$ cat config.mk
export PLATFORM = sky130hd
export DESIGN_NAME = terminal_escape_key_decoder
export DESIGN_NICKNAME = d
export VERILOG_FILES = /design/src/hdl/tekd_pkg.sv /design/src/hdl/tekd_in_reg.sv /design/src/hdl/tekd_decode.sv /design/src/hdl/tekd_out_reg.sv /design/src/hdl/terminal_escape_key_decoder.sv
export VERILOG_INCLUDE_DIRS = /design/src /design/src/hdl
export SDC_FILE = /design/constraint.sdc
export NUM_CORES = 1
export LEC_CHECK = 0
export ABC_AREA = 1
export BUFFER_PORTS_ARGS = -buffer_cell sky130_fd_sc_hd__buf_2
export CORE_ASPECT_RATIO = 1.75
export CORE_MARGIN = 2
export CORE_UTILIZATION = 50
export DETAILED_ROUTE_END_ITERATION = 8
export GPL_TIMING_DRIVEN = 0
export PLACE_DENSITY = 0.76
export SYNTH_ARGS = -nofsm -noshare
export SYNTH_HDL_FRONTEND = slang
export SYNTH_SLANG_ARGS = --single-unit
$ cat constraint.sdc
create_clock -name clk -period 1.75 [get_ports clk]
set_clock_uncertainty 0.05 [all_clocks]
set_input_delay 0.0875 -clock clk [delete_from_list [all_inputs] [get_ports clk]]
set_output_delay 0.0875 -clock clk [all_outputs]
set_load 0.01 [all_outputs]
$ cat src/hdl/terminal_escape_key_decoder_assert.svh
// Assertion macros for the terminal escape key decoder.
// Expanded inside a module that has clk and an active-low rst_n in scope.
`ifndef TERMINAL_ESCAPE_KEY_DECODER_ASSERT_SVH
`define TERMINAL_ESCAPE_KEY_DECODER_ASSERT_SVH

// Same-cycle implication, checked outside reset.
`define TEKD_ASSERT_SAME(lbl, ante, cons, msg) \
  lbl: assert property (@(posedge clk) disable iff (!rst_n) (ante) |-> (cons)) \
    else $error(msg);

// Next-cycle implication, checked outside reset.
`define TEKD_ASSERT_NEXT(lbl, ante, cons, msg) \
  lbl: assert property (@(posedge clk) disable iff (!rst_n) (ante) |=> (cons)) \
    else $error(msg);

`endif

$ cat src/hdl/tekd_pkg.sv
// Shared types, character codes and key tables of the terminal escape key decoder.
// Used by every module under hdl; depends on nothing.
package tekd_pkg;

  localparam logic [7:0] CHAR_ESC   = 8'h1B;
  localparam logic [7:0] CHAR_CSI   = 8'h5B;  // '['
  localparam logic [7:0] CHAR_SS3   = 8'h4F;  // 'O'
  localparam logic [7:0] CHAR_TILDE = 8'h7E;
  localparam logic [7:0] CHAR_ZERO  = 8'h30;
  localparam logic [7:0] CHAR_NINE  = 8'h39;
  localparam logic [7:0] CHAR_A     = 8'h41;
  localparam logic [7:0] CHAR_B     = 8'h42;
  localparam logic [7:0] CHAR_C     = 8'h43;
  localparam logic [7:0] CHAR_D     = 8'h44;
  localparam logic [7:0] CHAR_F     = 8'h46;
  localparam logic [7:0] CHAR_H     = 8'h48;

  typedef enum logic [1:0] {
    PH_IDLE  = 2'd0,
    PH_ESC   = 2'd1,
    PH_FIRST = 2'd2,
    PH_DIGIT = 2'd3
  } phase_t;

  typedef enum logic [3:0] {
    KEY_PLAIN  = 4'd0,
    KEY_UP     = 4'd1,
    KEY_DOWN   = 4'd2,
    KEY_RIGHT  = 4'd3,
    KEY_LEFT   = 4'd4,
    KEY_HOME   = 4'd5,
    KEY_END    = 4'd6,
    KEY_DEL    = 4'd7,
    KEY_PGUP   = 4'd8,
    KEY_PGDN   = 4'd9,
    KEY_ESCAPE = 4'd10
  } key_kind_t;

  typedef struct packed {
    logic       op;       // 1 = timeout, no byte
    logic [7:0] rx_byte;
  } item_t;

  typedef struct packed {
    logic      vld;
    key_kind_t key_kind;
    logic [7:0] key_byte;
  } result_t;

  function automatic key_kind_t csi_letter(input logic [7:0] c);
    key_kind_t k;
    unique case (c)
      CHAR_A:  k = KEY_UP;
      CHAR_B:  k = KEY_DOWN;
      CHAR_C:  k = KEY_RIGHT;
      CHAR_D:  k = KEY_LEFT;
      CHAR_H:  k = KEY_HOME;
      CHAR_F:  k = KEY_END;
      default: k = KEY_ESCAPE;
    endcase
    return k;
  endfunction

  function automatic key_kind_t tilde_digit(input logic [3:0] d);
    key_kind_t k;
    unique case (d)
      4'd1, 4'd7: k = KEY_HOME;
      4'd4, 4'd8: k = KEY_END;
      4'd3:       k = KEY_DEL;
      4'd5:       k = KEY_PGUP;
      4'd6:       k = KEY_PGDN;
      default:    k = KEY_ESCAPE;
    endcase
    return k;
  endfunction

endpackage

$ cat src/hdl/tekd_in_reg.sv
// Input register of the terminal escape key decoder.
// Holds one accepted transaction until the decoder consumes it; uses tekd_pkg.
module tekd_in_reg (
  input  logic           clk,
  input  logic           rst_n,
  input  logic           in_valid,
  output logic           in_ready,
  input  tekd_pkg::item_t in_item,
  input  logic           fire,
  output logic           item_vld,
  output tekd_pkg::item_t item
);
  import tekd_pkg::*;

  logic  vld_r, vld_nxt;
  item_t item_r;

  // A held item that is consumed this cycle frees the register for the next one.
  assign in_ready = !vld_r || fire;

  always_comb begin
    vld_nxt = vld_r;
    if (in_valid && in_ready) begin
      vld_nxt = 1'b1;
    end else if (fire) begin
      vld_nxt = 1'b0;
    end
  end

  always_ff @(posedge clk) begin
    if (!rst_n) begin
      vld_r <= 1'b0;
    end else begin
      vld_r <= vld_nxt;
    end
  end

  always_ff @(posedge clk) begin
    if (in_valid && in_ready) begin
      item_r <= in_item;
    end
  end

  assign item_vld = vld_r;
  assign item     = item_r;

endmodule

$ cat src/hdl/tekd_decode.sv
// Escape sequence state machine of the terminal escape key decoder.
// Advances on each consumed item and produces at most one key; uses tekd_pkg.
module tekd_decode (
  input  logic             clk,
  input  logic             rst_n,
  input  logic             fire,
  input  tekd_pkg::item_t  item,
  output tekd_pkg::result_t res
);
  import tekd_pkg::*;

  phase_t     phase_r, phase_nxt;
  logic [7:0] first_r, first_nxt;
  logic [3:0] digit_r, digit_nxt;
  logic       is_digit;

  assign is_digit = (item.rx_byte >= CHAR_ZERO) && (item.rx_byte <= CHAR_NINE);

  always_comb begin
    phase_nxt = phase_r;
    first_nxt = first_r;
    digit_nxt = digit_r;
    if (fire) begin
      if (item.op) begin
        phase_nxt = PH_IDLE;
      end else begin
        unique case (phase_r)
          PH_IDLE: begin
            phase_nxt = (item.rx_byte == CHAR_ESC) ? PH_ESC : PH_IDLE;
          end
          PH_ESC: begin
            first_nxt = item.rx_byte;
            phase_nxt = PH_FIRST;
          end
          PH_FIRST: begin
            if (first_r == CHAR_CSI && is_digit) begin
              // The low nibble of an ASCII digit is its value.
              digit_nxt = item.rx_byte[3:0];
              phase_nxt = PH_DIGIT;
            end else begin
              phase_nxt = PH_IDLE;
            end
          end
          PH_DIGIT: begin
            phase_nxt = PH_IDLE;
          end
        endcase
      end
    end
  end

  always_comb begin
    res = '{vld: 1'b0, key_kind: KEY_PLAIN, key_byte: 8'h00};
    if (fire) begin
      if (item.op) begin
        if (phase_r != PH_IDLE) begin
          res.vld      = 1'b1;
          res.key_kind = KEY_ESCAPE;
        end
      end else begin
        unique case (phase_r)
          PH_IDLE: begin
            if (item.rx_byte != CHAR_ESC) begin
              res.vld      = 1'b1;
              res.key_kind = KEY_PLAIN;
              res.key_byte = item.rx_byte;
            end
          end
          PH_ESC: begin
            res.vld = 1'b0;
          end
          PH_FIRST: begin
            priority if (first_r == CHAR_CSI) begin
              res.vld      = !is_digit;
              res.key_kind = csi_letter(item.rx_byte);
            end else if (first_r == CHAR_SS3 && item.rx_byte == CHAR_H) begin
              res.vld      = 1'b1;
              res.key_kind = KEY_HOME;
            end else if (first_r == CHAR_SS3 && item.rx_byte == CHAR_F) begin
              res.vld      = 1'b1;
              res.key_kind = KEY_END;
            end else begin
              res.vld      = 1'b1;
              res.key_kind = KEY_ESCAPE;
            end
          end
          PH_DIGIT: begin
            res.vld      = 1'b1;
            res.key_kind = (item.rx_byte == CHAR_TILDE) ? tilde_digit(digit_r) : KEY_ESCAPE;
          end
        endcase
      end
    end
  end

  always_ff @(posedge clk) begin
    if (!rst_n) begin
      phase_r <= PH_IDLE;
      first_r <= 8'h00;
      digit_r <= 4'h0;
    end else begin
      phase_r <= phase_nxt;
      first_r <= first_nxt;
      digit_r <= digit_nxt;
    end
  end

endmodule

$ cat src/hdl/tekd_out_reg.sv
// Result register of the terminal escape key decoder.
// Holds one decoded key until the downstream side takes it; uses tekd_pkg.
module tekd_out_reg (
  input  logic              clk,
  input  logic              rst_n,
  input  tekd_pkg::result_t res,
  output logic              out_free,
  output logic              out_valid,
  input  logic              out_ready,
  output logic [3:0]        out_kind,
  output logic [7:0]        out_byte
);
  import tekd_pkg::*;

  logic      vld_r, vld_nxt;
  key_kind_t kind_r;
  logic [7:0] byte_r;

  assign out_free = !vld_r || out_ready;

  always_comb begin
    vld_nxt = vld_r;
    if (res.vld) begin
      vld_nxt = 1'b1;
    end else if (out_ready) begin
      vld_nxt = 1'b0;
    end
  end

  always_ff @(posedge clk) begin
    if (!rst_n) begin
      vld_r <= 1'b0;
    end else begin
      vld_r <= vld_nxt;
    end
  end

  always_ff @(posedge clk) begin
    if (res.vld) begin
      kind_r <= res.key_kind;
      byte_r <= res.key_byte;
    end
  end

  assign out_valid = vld_r;
  assign out_kind  = kind_r;
  assign out_byte  = byte_r;

endmodule

$ cat src/hdl/terminal_escape_key_decoder.sv
// Terminal escape key decoder: turns received bytes and timeouts into key codes.
// Top level; instantiates tekd_in_reg, tekd_decode and tekd_out_reg, uses tekd_pkg.
//
// The block takes one transaction per clock cycle unless the downstream side stalls, and
// holds no stall of its own: an item passes through an input register, one level of
// decode logic and a result register, which holds the key of the byte that completes it.
// Plain bytes give a key at once; ESC and the bytes of a sequence give nothing until
// the sequence ends, and a timeout inside a sequence gives a lone escape key.
// Both registers advance together whenever the result register is empty or being
// read, so throughput follows the downstream tready alone. No clearing pass after reset.
module terminal_escape_key_decoder (
  input  logic       clk,
  input  logic       rst_n,
  input  logic       in_tvalid,
  output logic       in_tready,
  input  logic [7:0] in_tdata,   // [7:0] rx_byte
  input  logic       in_tuser,   // [0] op: 1 = timeout, no byte
  output logic       out_tvalid,
  input  logic       out_tready,
  output logic [7:0] out_tdata,  // [7:0] key_byte
  output logic [3:0] out_tuser   // [3:0] key_kind
);
  import tekd_pkg::*;

  `include "terminal_escape_key_decoder_assert.svh"

  item_t   in_item;
  item_t   item;
  logic    item_vld;
  logic    out_free;
  logic    fire;
  result_t res;

  assign in_item = '{op: in_tuser, rx_byte: in_tdata};
  assign fire    = item_vld && out_free;

  tekd_in_reg u_in_reg (
    .clk      (clk),
    .rst_n    (rst_n),
    .in_valid (in_tvalid),
    .in_ready (in_tready),
    .in_item  (in_item),
    .fire     (fire),
    .item_vld (item_vld),
    .item     (item)
  );

  tekd_decode u_decode (
    .clk   (clk),
    .rst_n (rst_n),
    .fire  (fire),
    .item  (item),
    .res   (res)
  );

  tekd_out_reg u_out_reg (
    .clk       (clk),
    .rst_n     (rst_n),
    .res       (res),
    .out_free  (out_free),
    .out_valid (out_tvalid),
    .out_ready (out_tready),
    .out_kind  (out_tuser),
    .out_byte  (out_tdata)
  );

  `TEKD_ASSERT_SAME(a_byte_only_plain, out_tvalid && (out_tuser != KEY_PLAIN), out_tdata == 8'h00, "key byte set on a non-plain key")
  `TEKD_ASSERT_SAME(a_kind_range, out_tvalid, out_tuser <= KEY_ESCAPE, "key kind out of range")
  `TEKD_ASSERT_NEXT(a_key_loaded, fire && res.vld, out_tvalid, "decoded key was not registered")
  `TEKD_ASSERT_NEXT(a_no_phantom, fire && !res.vld, !out_tvalid, "key appeared without a decode")

endmodule

======== After elaboration in Yosys (flattened, before gate mapping) ========
Index checks and enable logic that the tools add are counted.
word-level totals
  bits of input ports ..................... 13
  logic and storage cells ................. 78
  bits in registers ....................... 37
  output and inout bits ................... 14
cells by class
  equality and inequality tests ........... 21
  $lt $le $gt $ge ......................... 2
  bitwise gates (word level) .............. 4
  mux-type cells .......................... 22
  reduce and logical (&&, ||, !) cells .... 20
operators with widths
  operator                                                                              number
  8-bit by 7-bit equality test with 1-bit output (second input constant)                9
  13-bit 2-to-1 mux                                                                     2
  4-bit one-hot mux with 6 select lines                                                 1
  4-bit one-hot mux with 5 select lines                                                 1
  4-bit by 3-bit equality test with 1-bit output (second input constant)                4
  8-bit 2-to-1 mux                                                                      2
  5-bit 2-to-1 mux                                                                      3
  4-bit 2-to-1 mux                                                                      3
  4-bit one-hot mux with 3 select lines                                                 1
  8-bit by 5-bit equality test with 1-bit output (second input constant)                1
  8-bit by 6-bit greater-or-equal comparator with 1-bit output (second input constant)  1
  8-bit by 6-bit less-or-equal comparator with 1-bit output (second input constant)     1
  8-bit by 5-bit != test with 1-bit output (second input constant)                      1
  2-bit one-hot mux with 4 select lines                                                 1
  1-bit logical AND                                                                     6
  2-bit nonzero test                                                                    3
  1-bit 2-to-1 mux                                                                      5
  2-bit equality test (second input constant)                                           2
  4-bit by 1-bit equality test with 1-bit output (second input constant)                1
  4-bit by 2-bit equality test with 1-bit output (second input constant)                1
  4-bit equality test (second input constant)                                           1
  2-bit 2-to-1 mux                                                                      2
  1-bit inverter                                                                        4
  1-bit one-hot mux with 4 select lines                                                 1
  other kinds (8)                                                                       12

======== Logic depth before layout (Yosys ltp) ========
Gate-level depths: netlist of the first run.
  depth after elaboration ................. 9
  mapped depth ............................ 11
  depth with buffers taken out ............ 11

======== Modules after synthesis ========
Synthesis of the first run repeated with hierarchy kept, for this count alone.
unflattened totals
  cells, all modules ...................... 217
  area, all modules ....................... 1785.5 sq um
modules (own cells, without submodules)
  module                       instances  area each (sq um)  cells an instance  sequential area each (sq um)
  tekd_decode                  1          1049.8             181                280.3
  tekd_out_reg                 1          406.6              18                 380.4
  tekd_in_reg                  1          321.6              16                 290.3
  terminal_escape_key_decoder  1          7.5                2                  0.0

======== Worst setup path after synthesis of the first run ========
Ideal clock, no wire load.
  kind .................................... register -> register
  from .................................... register u_in_reg.item_r (netlist bit u_in_reg.item[3])
  to ...................................... register u_out_reg.byte_r[0], in the netlist u_out_reg.out_byte[0], enable pin
  path buffers ............................ 0
  period minus slack after synthesis ...... 1616 ps
  cell stages (with the launch flop) ...... 9
  arrival time ............................ 1222 ps
  path slack .............................. 134 ps
  setup time .............................. 344 ps
  required time ........................... 1356 ps
  cell sequence ........................... edfxtp_1 inv_1 a21oi_1 nor2_2 nand2_1 o21ai_1 o21ai_1 nand2_1 inv_1
between the ends
  cells in the longest elaborated chain, start to end .. 7
  elaborated cells between the ends (all ways) .. 10
  classes of those cells .................. 2 x order compare; 1 x eq/ne; 5 x mux; 2 x reduce/logical
ends and longest elaborated chain
  element                                                                                                                                           line                RTL
  from (decl)                                                                                                                                       tekd_in_reg.sv:16   item_t item_r;
  from (signal assigned)                                                                                                                            tekd_in_reg.sv:40   item_r <= in_item;
  8-bit by 6-bit greater-or-equal comparator with 1-bit output / 8-bit by 6-bit less-or-equal comparator with 1-bit output (equally long branches)  tekd_decode.sv:17   assign is_digit = (item.rx_byte >= CHAR_ZERO) && (item.rx_byte <= CHAR_NINE);
  1-bit logical AND                                                                                                                                 tekd_decode.sv:17
  1-bit zero test                                                                                                                                   tekd_decode.sv:74   res.vld = !is_digit;
  5-bit 2-to-1 mux                                                                                                                                  tekd_decode.sv:73   priority if (first_r == CHAR_CSI) begin
  1-bit one-hot mux with 4 select lines *                                                                                                           tekd_decode.sv:61   unique case (phase_r)
  5-bit 2-to-1 mux *                                                                                                                                tekd_decode.sv:55   if (item.op) begin
  13-bit 2-to-1 mux *                                                                                                                               tekd_decode.sv:54   if (fire) begin
  to (signal assigned)                                                                                                                              tekd_out_reg.sv:41  byte_r <= res.key_byte;
  to (decl)                                                                                                                                         tekd_out_reg.sv:17  logic [7:0] byte_r;
Mark *: on every way between the ends. The rest lies on a longest branch, timed or not.
A chain may end at the register's enable or synchronous reset.

======== Worst setup path in the final report of the first run ========
  from .................................... register u_in_reg.item_r (netlist bit u_in_reg.item[6])
  to ...................................... register u_out_reg.byte_r[6], in the netlist u_out_reg.out_byte[6], enable pin
The elaborated chain is that of the path after synthesis.

==> flow_metrics.env, run 1 <==
export IMPL_status="finished, violations left"
export IMPL_violations="setup timing"
export IMPL_min_delay_worst_endpoint="u_in_reg.item_vld"
export IMPL_yosys_area_share_adder_pct=0
export IMPL_min_from="in_tvalid"
export IMPL_htreeDepth=2
export IMPL_ant_nets=0
export IMPL_ios=27
export IMPL_arrival_ns=1.83
export IMPL_synth_top_family_by_area="simple AND/OR/NAND/NOR gates"
export IMPL_vias=1666
export IMPL_cts_buffer_depth=2
export IMPL_yosys_warnings=0
export IMPL_synth_cell_types=22
export IMPL_synthTopCellsByCount="49 x nand2_1, 30 x nor2_1, 27 x inv_1, 23 x a21oi_1, 21 x edfxtp_1"
export IMPL_rrSetupSlack_ns=-0.07
export IMPL_portBuffers=26
export IMPL_synth_cells=220
export IMPL_place_congestion=0.8810
export IMPL_clk_pin_slew_ns=0.07
export IMPL_cp_start_kind="flip-flop"
export IMPL_slew_headroom_pct=72.44
export IMPL_place_area_sq_um=1982
export IMPL_cp_slowest_cell="edfxtp_1"
export IMPL_syn_area_sq_um=1795
export IMPL_first_global_vias=1543
export IMPL_grt_overflow=0
export IMPL_fin_ws_ns=-0.07488
export IMPL_avgRoutedWirePerCell_um=13.13
export IMPL_setup_violations=13
export IMPL_grt_max_degree=13
export IMPL_synth_most_common_cell="nand2_1"
export IMPL_drc=0
export IMPL_fp_dieW_um=49.30
export IMPL_synth_ff_type="edfxtp_1"
export IMPL_cts_sinks=37
export IMPL_first_iter_violations=59
export IMPL_hold_depth=3
export IMPL_max_slew_worst_pin_slew_ns=0.4134
export IMPL_coreArea_sq_um=3398
export IMPL_worst_path_most_repeated_cell="nand2_1"
export IMPL_viasPerCell=5.223
export IMPL_root_buffer="clkbuf_8"
export IMPL_r2r_end="u_out_reg.out_byte[6]"
export IMPL_start_util_pct=52.84
export IMPL_hold_viol_final=0
export IMPL_ir_worst_vdd_uv=592.2
export IMPL_num_antenna_cells=0
export IMPL_synth_compound_area_share_pct=13.45
export IMPL_crit_family="simple AND/OR/NAND/NOR gates"
export IMPL_synth_fp_nets=233
export IMPL_cp_data_required_time_ns=1.76
export IMPL_reg2reg_from="u_in_reg.item[6]"
export IMPL_max_freq_mhz=548.0
export IMPL_worstPathCellList="nor2_1, nand3_1, nor2_2, nand2_1, o21ai_2, o21ai_1, nand2_1, clkinvlp_4, buf_12"
export IMPL_leakagePower_nw=0.9873
export IMPL_finalCritPeriodShare_pct=104.3
export IMPL_yosys_area_share_xor_xnor_pct=0
export IMPL_fp_dieArea_sq_um=4105
export IMPL_die_y_um=83.27
export IMPL_drv_cap=0
export IMPL_ys_seq_area_share_pct=52.96
export IMPL_cp_num_buf_inv=2
export IMPL_crit_path_max_incr_delay_ns=0.42
export IMPL_crit_fanout=12
export IMPL_synthMuxAreaShare_pct=0
export IMPL_hp_class="in -> reg"
export IMPL_dp_cells=291
export IMPL_synth_simple_area_share_pct=26.69
export IMPL_end_kind="flip-flop"
export IMPL_syn_avg_cell_area_sq_um=8.161
export IMPL_cts_tree="built"
export IMPL_hold_worst_slack_ns=0.01348
export IMPL_synth_top_area_share_pct=35.12
export IMPL_fin_cells=319
export IMPL_antenna_found_initial=0
export IMPL_synth_area_leader_cell="edfxtp_1"
export IMPL_area_growth_pct=26.83
export IMPL_routed_wl_um=4188
export IMPL_reg2regPathDepth=9
export IMPL_power_density_nw_per_um2=730.2
export IMPL_period_minus_slack_ns=1.825
export IMPL_clk_latency_ns=0.30
export IMPL_synth_edf_count=21
export IMPL_gr_usage_all_layers_pct=21.06
export IMPL_place_hpwl_um=2731
export IMPL_place_ws_ns=-0.2758
export IMPL_dr_pass1_iters=4
export IMPL_fin_util_pct=67.01
export IMPL_final_layout_size_suffix_gt1_share_pct=28.10
export IMPL_async_flop_share_pct=0
export IMPL_critical_path_class="reg -> reg"
export IMPL_cts_made_buffers=5
export IMPL_nets=286
export IMPL_final_cell_area_sq_um=2277
export IMPL_grt_pass1_wl_um=6479
export IMPL_rsz0062_at_grt="true"
export IMPL_drv_slew=0
export IMPL_ys_ff_latch=37
export IMPL_row_count=28
export IMPL_ys_top_cells_by_area="edfxtp_1 35%, dfxtp_1 18%, nand2_1 10%, a21oi_1 6.4%, nor2_1 6.3%"
-- cell families (layout without fill, tap and decap cells) --
family / count (synthesis) / in the layout
AOI/OAI and AO/OA: 45 / 45
buffers and inverters: 32 / 86
DFF: 37 / 37
and+or+nand+nor: 106 / 106
-- area by class of cell --
cell class	count	area, sq um
Fill cell	280	1121
Sequential cell	37	952.2
Multi-Input combinational cell	151	743.2
Timing Repair Buffer	46	315.3
Inverter	30	116.4
Clock buffer	6	72.57
Tap cell	45	56.30
Buffer	2	11.26
Clock inverter	2	10.01
-- metal layers --
layer / GRT usage, % / vias to the layer above / part of all wire, %
met5: 0 / - / 0
met4: 14.03 / 0 / 5.1
met3: 4.317 / 22 / 5.0
met2: 39.19 / 63 / 56
met1: 19.62 / 759 / 34
li1: - / 822 / -
-- through the flow --
| stage | TNS, ns | power (W) |
|---|---|---|
| final | -0.8591 | 0.001663 |
| after global routing | -2.100 | 0.001708 |
| after global placement | -3.221 | 0.001063 |
| after detailed placement | -3.301 | 0.001064 |
| after floorplan | 0 | 0.001026 |
| after CTS | -0.3467 | 0.001649 |
-- state kept, by name (all words and copies together) (netlist names) --
| signal | count |
|---|---|
| u_decode.digit_r | 4 |
| u_decode.first_r | 8 |
| u_decode.phase_r | 2 |
| u_in_reg.item | 9 |
| u_in_reg.item_vld | 1 |
| u_out_reg.out_byte | 8 |
| u_out_reg.out_kind | 4 |
| u_out_reg.out_valid | 1 |
-- power breakdown --
part	total (W)	switching (W)	leakage [nW]	internal, W
Clock	0.000574	0.000299	0.0450	0.000276
Combinational	0.000136	0.0000777	0.599	0.0000579
Sequential	0.000953	0.0000154	0.344	0.000937
Total	0.00166	0.000392	0.987	0.00127
-- how the worst max path moves through the flow --
stage	from	end	slack, ns	cells past startpoint
6_report	u_in_reg.item[6]	u_out_reg.out_byte[6]	-0.07	9
4_1_cts	u_in_reg.item[3]	u_out_reg.out_byte[6]	-0.03	9
2_1_floorplan	u_in_reg.item[3]	u_out_reg.out_byte[0]	0.13	8
5_1_grt	u_in_reg.item[2]	u_out_reg.out_byte[6]	-0.16	9
3_5_place_dp	u_in_reg.item[3]	u_out_reg.out_byte[7]	-0.28	8
3_3_place_gp	u_in_reg.item[3]	u_out_reg.out_byte[7]	-0.27	8
-- worst min-delay path, cell delays in order --
cell and delay, ns:
buf_2 0.09, nand2_1 0.07, a21oi_1 0.06
-- cell usage in the layout, fill, tap and decap left out --
master          n
nand3b_1        1
dfxtp_1        15
and2_1          1
buf_12          1
nand3_2         3
nand2_2         8
a21oi_2         3
buf_4          11
o21ai_2         3
o22ai_1         1
clkinvlp_4      1
nor2_2          4
dlygate4sd3_1   9
dfxtp_2         1
nand2_1        46
nor2_4          3
clkbuf_1        2
buf_2          26
edfxtp_1       21
a21oi_1        22
clkinv_2        2
clkbuf_8        5
nand4_1         4
o21ai_1         1
nand3_1         7
inv_1          23
nor2_1         29
o21ai_0        15
inv_2           6
-- repair_timing --
item,CTS,global route
buffers inserted,6,5
hold buffers,9,0
pin swaps,1,7
resized for setup,3,9
setup endpoints to repair,12,17
hold endpoints to repair,9,0
(Power assumes the default switching activity.)
==> inputs of run 2 (changes only) <==
- CORE_UTILIZATION: 50 -> 56
- PLACE_DENSITY: 0.76 -> 0.81
- clock period: 1.75 -> 2 ns (I/O delays scaled with it)
==> run 2 against run 1 <==
Against the previous run:
- the flow now finishes without violations
- utilization rose by 3.4 points
- clock-buffer cell count rose by 1
- critical endpoint is now u_out_reg.out_byte[7]
- first-iteration DRC count decreased by 5.1%
- critical path depth is the same
- largest cell class unchanged
- critical path type unchanged
==> flow_metrics.env, run 2 (same netlist as run 1, synthesis figures left out) <==
export IMPL_reg2regPathDepth=9
export IMPL_p_switching_w=0.0003243
export IMPL_drc=0
export IMPL_nets=277
export IMPL_first_iter_violations=56
export IMPL_max_slew_worst_pin_slew_ns=0.3708
export IMPL_cts_sinks=37
export IMPL_p_clk_share_pct=34.4
export IMPL_viasPerCell=5.084
export IMPL_ios=27
export IMPL_die_y_um=78.91
export IMPL_p_int_w=0.001105
export IMPL_dp_cells=289
export IMPL_portBuffers=26
export IMPL_hold_depth=3
export IMPL_combPwrFrac_pct=7.1
export IMPL_final_common_cell="nand2_1"
export IMPL_routed_wl_um=3823
export IMPL_slew_headroom_pct=75.28
export IMPL_cts_buffer_depth=2
export IMPL_hp_class="in -> reg"
export IMPL_root_buffer="clkbuf_8"
export IMPL_critical_path_class="reg -> reg"
export IMPL_fp_dieArea_sq_um=3693
export IMPL_num_antenna_cells=0
export IMPL_coreArea_sq_um=3108
export IMPL_fin_ws_ns=0.09854
export IMPL_place_hpwl_um=2714
export IMPL_p_seq_share_pct=58.5
export IMPL_antenna_found_initial=0
export IMPL_place_congestion=0.8676
export IMPL_fp_dieW_um=46.81
export IMPL_cts_made_buffers=5
export IMPL_power_density_nw_per_um2=653.3
export IMPL_hold_viol_final=0
export IMPL_drv_slew=0
export IMPL_cp_data_required_time_ns=1.96
export IMPL_period_minus_slack_ns=1.901
export IMPL_grt_pass1_wl_um=6265
export IMPL_setup_violations=0
export IMPL_first_global_vias=1498
export IMPL_gr_usage_all_layers_pct=24.05
export IMPL_swShare_pct=22.70
export IMPL_start_util_pct=57.77
export IMPL_max_freq_mhz=525.9
export IMPL_htreeDepth=2
export IMPL_final_layout_size_suffix_gt1_share_pct=21.51
export IMPL_dr_pass1_iters=4
export IMPL_largest_register="u_in_reg.item"
export IMPL_place_ws_ns=-0.02670
export IMPL_cp_start_kind="flip-flop"
export IMPL_cts_tree="built"
export IMPL_vias=1566
export IMPL_clk_latency_ns=0.29
export IMPL_fin_cells=308
export IMPL_drv_cap=0
export IMPL_crit_fanout=12
export IMPL_area_growth_pct=21.81
export IMPL_finalCritPeriodShare_pct=95.07
export IMPL_ir_worst_vdd_uv=587.5
export IMPL_largest_reg_flops=9
export IMPL_grt_overflow=0
export IMPL_leakagePower_nw=0.9436
export IMPL_grt_max_degree=13
export IMPL_avgRoutedWirePerCell_um=12.41
export IMPL_row_count=27
export IMPL_status="finished clean"
export IMPL_hold_worst_slack_ns=0.03270
export IMPL_ant_nets=0
export IMPL_layout_cells_most_common_list="48 x nand2_1, 30 x nor2_1, 26 x inv_1, 26 x buf_2, 23 x a21oi_1"
export IMPL_end_kind="flip-flop"
export IMPL_arrival_ns=1.86
export IMPL_clk_pin_slew_ns=0.07
[run 2: stage by stage]
step	power, W	util (%)	cell area, sq um	setup TNS, ns
CTS	0.001425	69.28	2153	0
floorplan	0.0008980	-	1795	0
finish	0.001429	70.37	2187	0
global route	0.001475	70.37	2187	-0.02883
detailed placement	0.0009308	63.69	1979	-0.3123
global placement	0.0009294	63.69	1979	-0.02570
[run 2: timing repair]
item | 4_1_cts | 5_1_grt
hold endpoints to repair | 9 | 0
gates resized for setup | 1 | 2
buffers inserted | 0 | 2
pin swaps | 0 | 0
setup endpoints to repair | 12 | 12
hold buffers | 9 | 0
[run 2: final timing paths]
check | from | end | slack [ns]
setup / recovery | u_in_reg.item[3] | u_out_reg.out_byte[7] | 0.1
hold / removal | in_tvalid | u_in_reg.item_vld | 0.03
setup reg to reg | u_in_reg.item[3] | u_out_reg.out_byte[7] | 0.1
hold reg to reg | u_decode.first_r[3] | u_decode.first_r[3] | 0.43
[run 2: critical path, cell delays in order, from the launching register on]
cell and delay [ns]:
edfxtp_1 0.50, inv_1 0.14, a21oi_1 0.22, nor2_2 0.08, nand2_1 0.08, o21ai_2 0.07
o21ai_1 0.15, nand2_2 0.10, clkinvlp_4 0.09, buf_12 0.13
[run 2: cell type report]
type | instances | area (sq um)
clock inverters | 1 | 3.754
well taps | 43 | 53.80
inverters | 30 | 116.4
repair buffers | 37 | 247.7
plain buffers | 2 | 11.26
fillers | 265 | 920.9
clock buffers | 7 | 76.32
flip-flops and latches | 37 | 950.9
multi-input cells | 151 | 726.9
[run 2: layer usage]
layer  vias up  global-route usage (%)  part of all wire [%]
li1        811                       -                     -
met1       684                   23.17                    36
met4         0                   14.44                   4.6
met3        15                   4.773                   4.2
met5         -                       0                     0
met2        56                   43.01                    55
[run 2: power groups by stage]
stage | sequential, W | combinational (W) | clock, W
floorplan | 0.000849 | 0.0000489 | 0
global placement | 0.000851 | 0.0000783 | 0
detailed placement | 0.000851 | 0.0000794 | 0
CTS | 0.000834 | 0.0000939 | 0.000496
global route | 0.000836 | 0.000113 | 0.000526
finish | 0.000836 | 0.000101 | 0.000492
==> inputs of run 3 (changes only) <==
--- a/config.mk
+++ b/config.mk
@@ -11,3 +11,2 @@
 export CORE_ASPECT_RATIO = 1.75
-export CORE_MARGIN = 2
 export CORE_UTILIZATION = 56
@@ -16,2 +15,3 @@
 export PLACE_DENSITY = 0.81
+export SETUP_SLACK_MARGIN = 0.1
 export SYNTH_ARGS = -nofsm -noshare
--- a/constraint.sdc
+++ b/constraint.sdc
@@ -4,2 +4,2 @@
 set_output_delay 0.1 -clock clk [all_outputs]
-set_load 0.01 [all_outputs]
+set_load 0.1 [all_outputs]
==> run 3 against run 2 <==
Against the previous run:
- clock-buffer cell count unchanged
- power increased by 15%
- via count increased by 5.7%
- combinational power increased by 49%
- global-route usage increased by 2.2 points
- setup slack improved by 0.023 ns
- sequential power about the same
- maximum frequency increased by 1.2%
- non-clock buffer count increased by 7
- routed wire length increased by 16%
- first-iteration DRC count increased by 48%
- critical path depth unchanged
- critical path type unchanged
- critical endpoint unchanged
- largest power group unchanged
==> flow_metrics.env, run 3 (same netlist as run 1, synthesis figures left out) <==
export IMPL_p_int_w=0.001277
export IMPL_grt_max_degree=13
export IMPL_start_util_pct=59.99
export IMPL_rsz0062_at_grt="true"
export IMPL_reg2reg_from="u_in_reg.item[2]"
export IMPL_antenna_found_initial=0
export IMPL_largest_register="u_in_reg.item"
export IMPL_min_from="in_tvalid"
export IMPL_viasPerCell=5.271
export IMPL_num_antenna_cells=0
export IMPL_swShare_pct=22.50
export IMPL_die_y_um=76.91
export IMPL_cp_start_kind="flip-flop"
export IMPL_status="finished clean"
export IMPL_row_count=26
export IMPL_clk_pin_slew_ns=0.07
export IMPL_coreArea_sq_um=2993
export IMPL_root_buffer="clkbuf_8"
export IMPL_place_congestion=0.8836
export IMPL_routed_wl_um=4436
export IMPL_max_slew_worst_pin_slew_ns=0.4890
export IMPL_critical_path_class="reg -> reg"
export IMPL_drv_slew=0
export IMPL_cp_data_required_time_ns=2.01
export IMPL_first_global_vias=1509
export IMPL_finalCritPeriodShare_pct=93.92
export IMPL_power_density_nw_per_um2=716.2
export IMPL_place_hpwl_um=2649
export IMPL_hold_viol_final=0
export IMPL_p_switching_w=0.0003708
export IMPL_drv_cap=0
export IMPL_r2r_end="u_out_reg.out_byte[7]"
export IMPL_leakagePower_nw=0.9991
export IMPL_grt_pass1_wl_um=6417
export IMPL_cts_sinks=37
export IMPL_largest_reg_flops=9
export IMPL_period_minus_slack_ns=1.878
export IMPL_cts_buffer_depth=2
export IMPL_avgRoutedWirePerCell_um=14.13
export IMPL_grt_overflow=0
export IMPL_clk_latency_ns=0.29
export IMPL_gr_usage_all_layers_pct=26.24
export IMPL_cts_made_buffers=5
export IMPL_ant_nets=0
export IMPL_combPwrFrac_pct=9.1
export IMPL_arrival_ns=1.89
export IMPL_fin_util_pct=76.88
export IMPL_p_seq_share_pct=50.8
export IMPL_p_clk_share_pct=40.2
export IMPL_rrSetupSlack_ns=0.12
export IMPL_end_kind="flip-flop"
export IMPL_portBuffers=26
export IMPL_fin_ws_ns=0.1216
export IMPL_first_iter_violations=83
export IMPL_ir_worst_vdd_uv=748.0
export IMPL_hp_class="in -> reg"
export IMPL_final_layout_size_suffix_gt1_share_pct=26.84
export IMPL_fp_dieW_um=44.81
export IMPL_max_freq_mhz=532.4
export IMPL_crit_fanout=12
export IMPL_htreeDepth=2
export IMPL_slew_headroom_pct=67.62
export IMPL_dr_pass1_iters=5
export IMPL_ios=27
export IMPL_drc=0
export IMPL_place_ws_ns=-0.004371
export IMPL_vias=1655
export IMPL_fp_dieArea_sq_um=3446
export IMPL_area_growth_pct=28.15
export IMPL_cts_tree="built"
export IMPL_nets=284
export IMPL_hold_depth=3
export IMPL_total_power_w=0.001648
export IMPL_fill_cells=197
export IMPL_reg2regPathDepth=9
export IMPL_final_common_cell="nand2_1"
export IMPL_setup_violations=0
export IMPL_layout_cells_most_common_list="47 x nand2_1, 29 x nor2_1, 26 x buf_2"
export IMPL_min_delay_worst_endpoint="u_in_reg.item_vld"
run 3: changes by cell type in the layout (fill, tap and decap cells not counted), sizes merged:
cell	delta
buf	+7
clkinv	-1
bufinv	+1
run 3: worst max-delay path by stage:
| stage | cells after the start | endpoint | slack, ns | start |
|---|---|---|---|---|
| after global routing | 9 | u_out_reg.out_byte[2] | 0.009 | u_in_reg.item[2] |
| after detailed placement | 8 | u_out_reg.out_byte[4] | -0.004 | u_in_reg.item[3] |
| final | 9 | u_out_reg.out_byte[7] | 0.12 | u_in_reg.item[2] |
| after CTS | 9 | u_out_reg.out_byte[4] | 0.14 | u_in_reg.item[3] |
| after floorplan | 3 | u_in_reg.item[0] | 0.26 | u_out_reg.out_valid |
| after global placement | 8 | u_out_reg.out_byte[7] | 0.002 | u_in_reg.item[3] |
run 3: power groups by stage:
stage / Sequential [W] / Combinational, W / Clock, W
after global routing: 0.000837 / 0.000159 / 0.000702
after detailed placement: 0.000853 / 0.000110 / 0
final: 0.000836 / 0.000150 / 0.000662
after floorplan: 0.000878 / 0.0000508 / 0
after global placement: 0.000852 / 0.000108 / 0
after CTS: 0.000835 / 0.000131 / 0.000663
run 3: metal layers:
metal	up-vias	GRT usage [%]	wire length (um)	part of all wire [%]
met5	-	0	0	0
met4	0	16.67	178	4.0
met3	20	8.000	256	5.8
met2	76	45.74	2462	56
met1	739	24.84	1538	35
li1	820	-	-	-
run 3: worst max-delay path: stages (launching register included):
cell        delay, ns
edfxtp_1         0.47
inv_2            0.13
nand2_2          0.08
nor2_2           0.14
nand4_1          0.14
o21ai_2          0.21
o21ai_2          0.08
nand2_2          0.11
clkinvlp_4       0.10
buf_12           0.15
run 3: repair_timing:
action	in CTS	in global routing
resized for setup	1	7
buffers inserted	2	7
endpoints found under the hold margin	9	0
hold buffers	9	0
pin swaps	0	3
setup endpoints to repair	12	12
run 3: area by class of cell:
type / instances / area (sq um) / area share [%]
clock buffers: 7 / 86.33 / 3.752
inverters: 30 / 116.4 / 5.057
plain buffers: 2 / 11.26 / 0.4894
clock inverters: 1 / 30.03 / 1.305
well taps: 42 / 52.55 / 2.284
multi-input cells: 151 / 752.0 / 32.68
repair buffers: 44 / 300.3 / 13.05
flip-flops and latches: 37 / 952.2 / 41.38
run 3: per-stage QoR:
| step | TNS (ns) | hold WS [ns] | std cells | area, sq um |
|---|---|---|---|---|
| finish | 0 | 0.05051 | 314 | 2301 |
| detailed placement | -0.04356 | 0.2281 | 288 | 1992 |
| floorplan | 0 | 0.1489 | 220 | 1809 |
| global placement | 0 | 0.2264 | 288 | 1992 |
| CTS | 0 | 0.03609 | 307 | 2230 |
| global route | 0 | 0.04893 | 314 | 2301 |
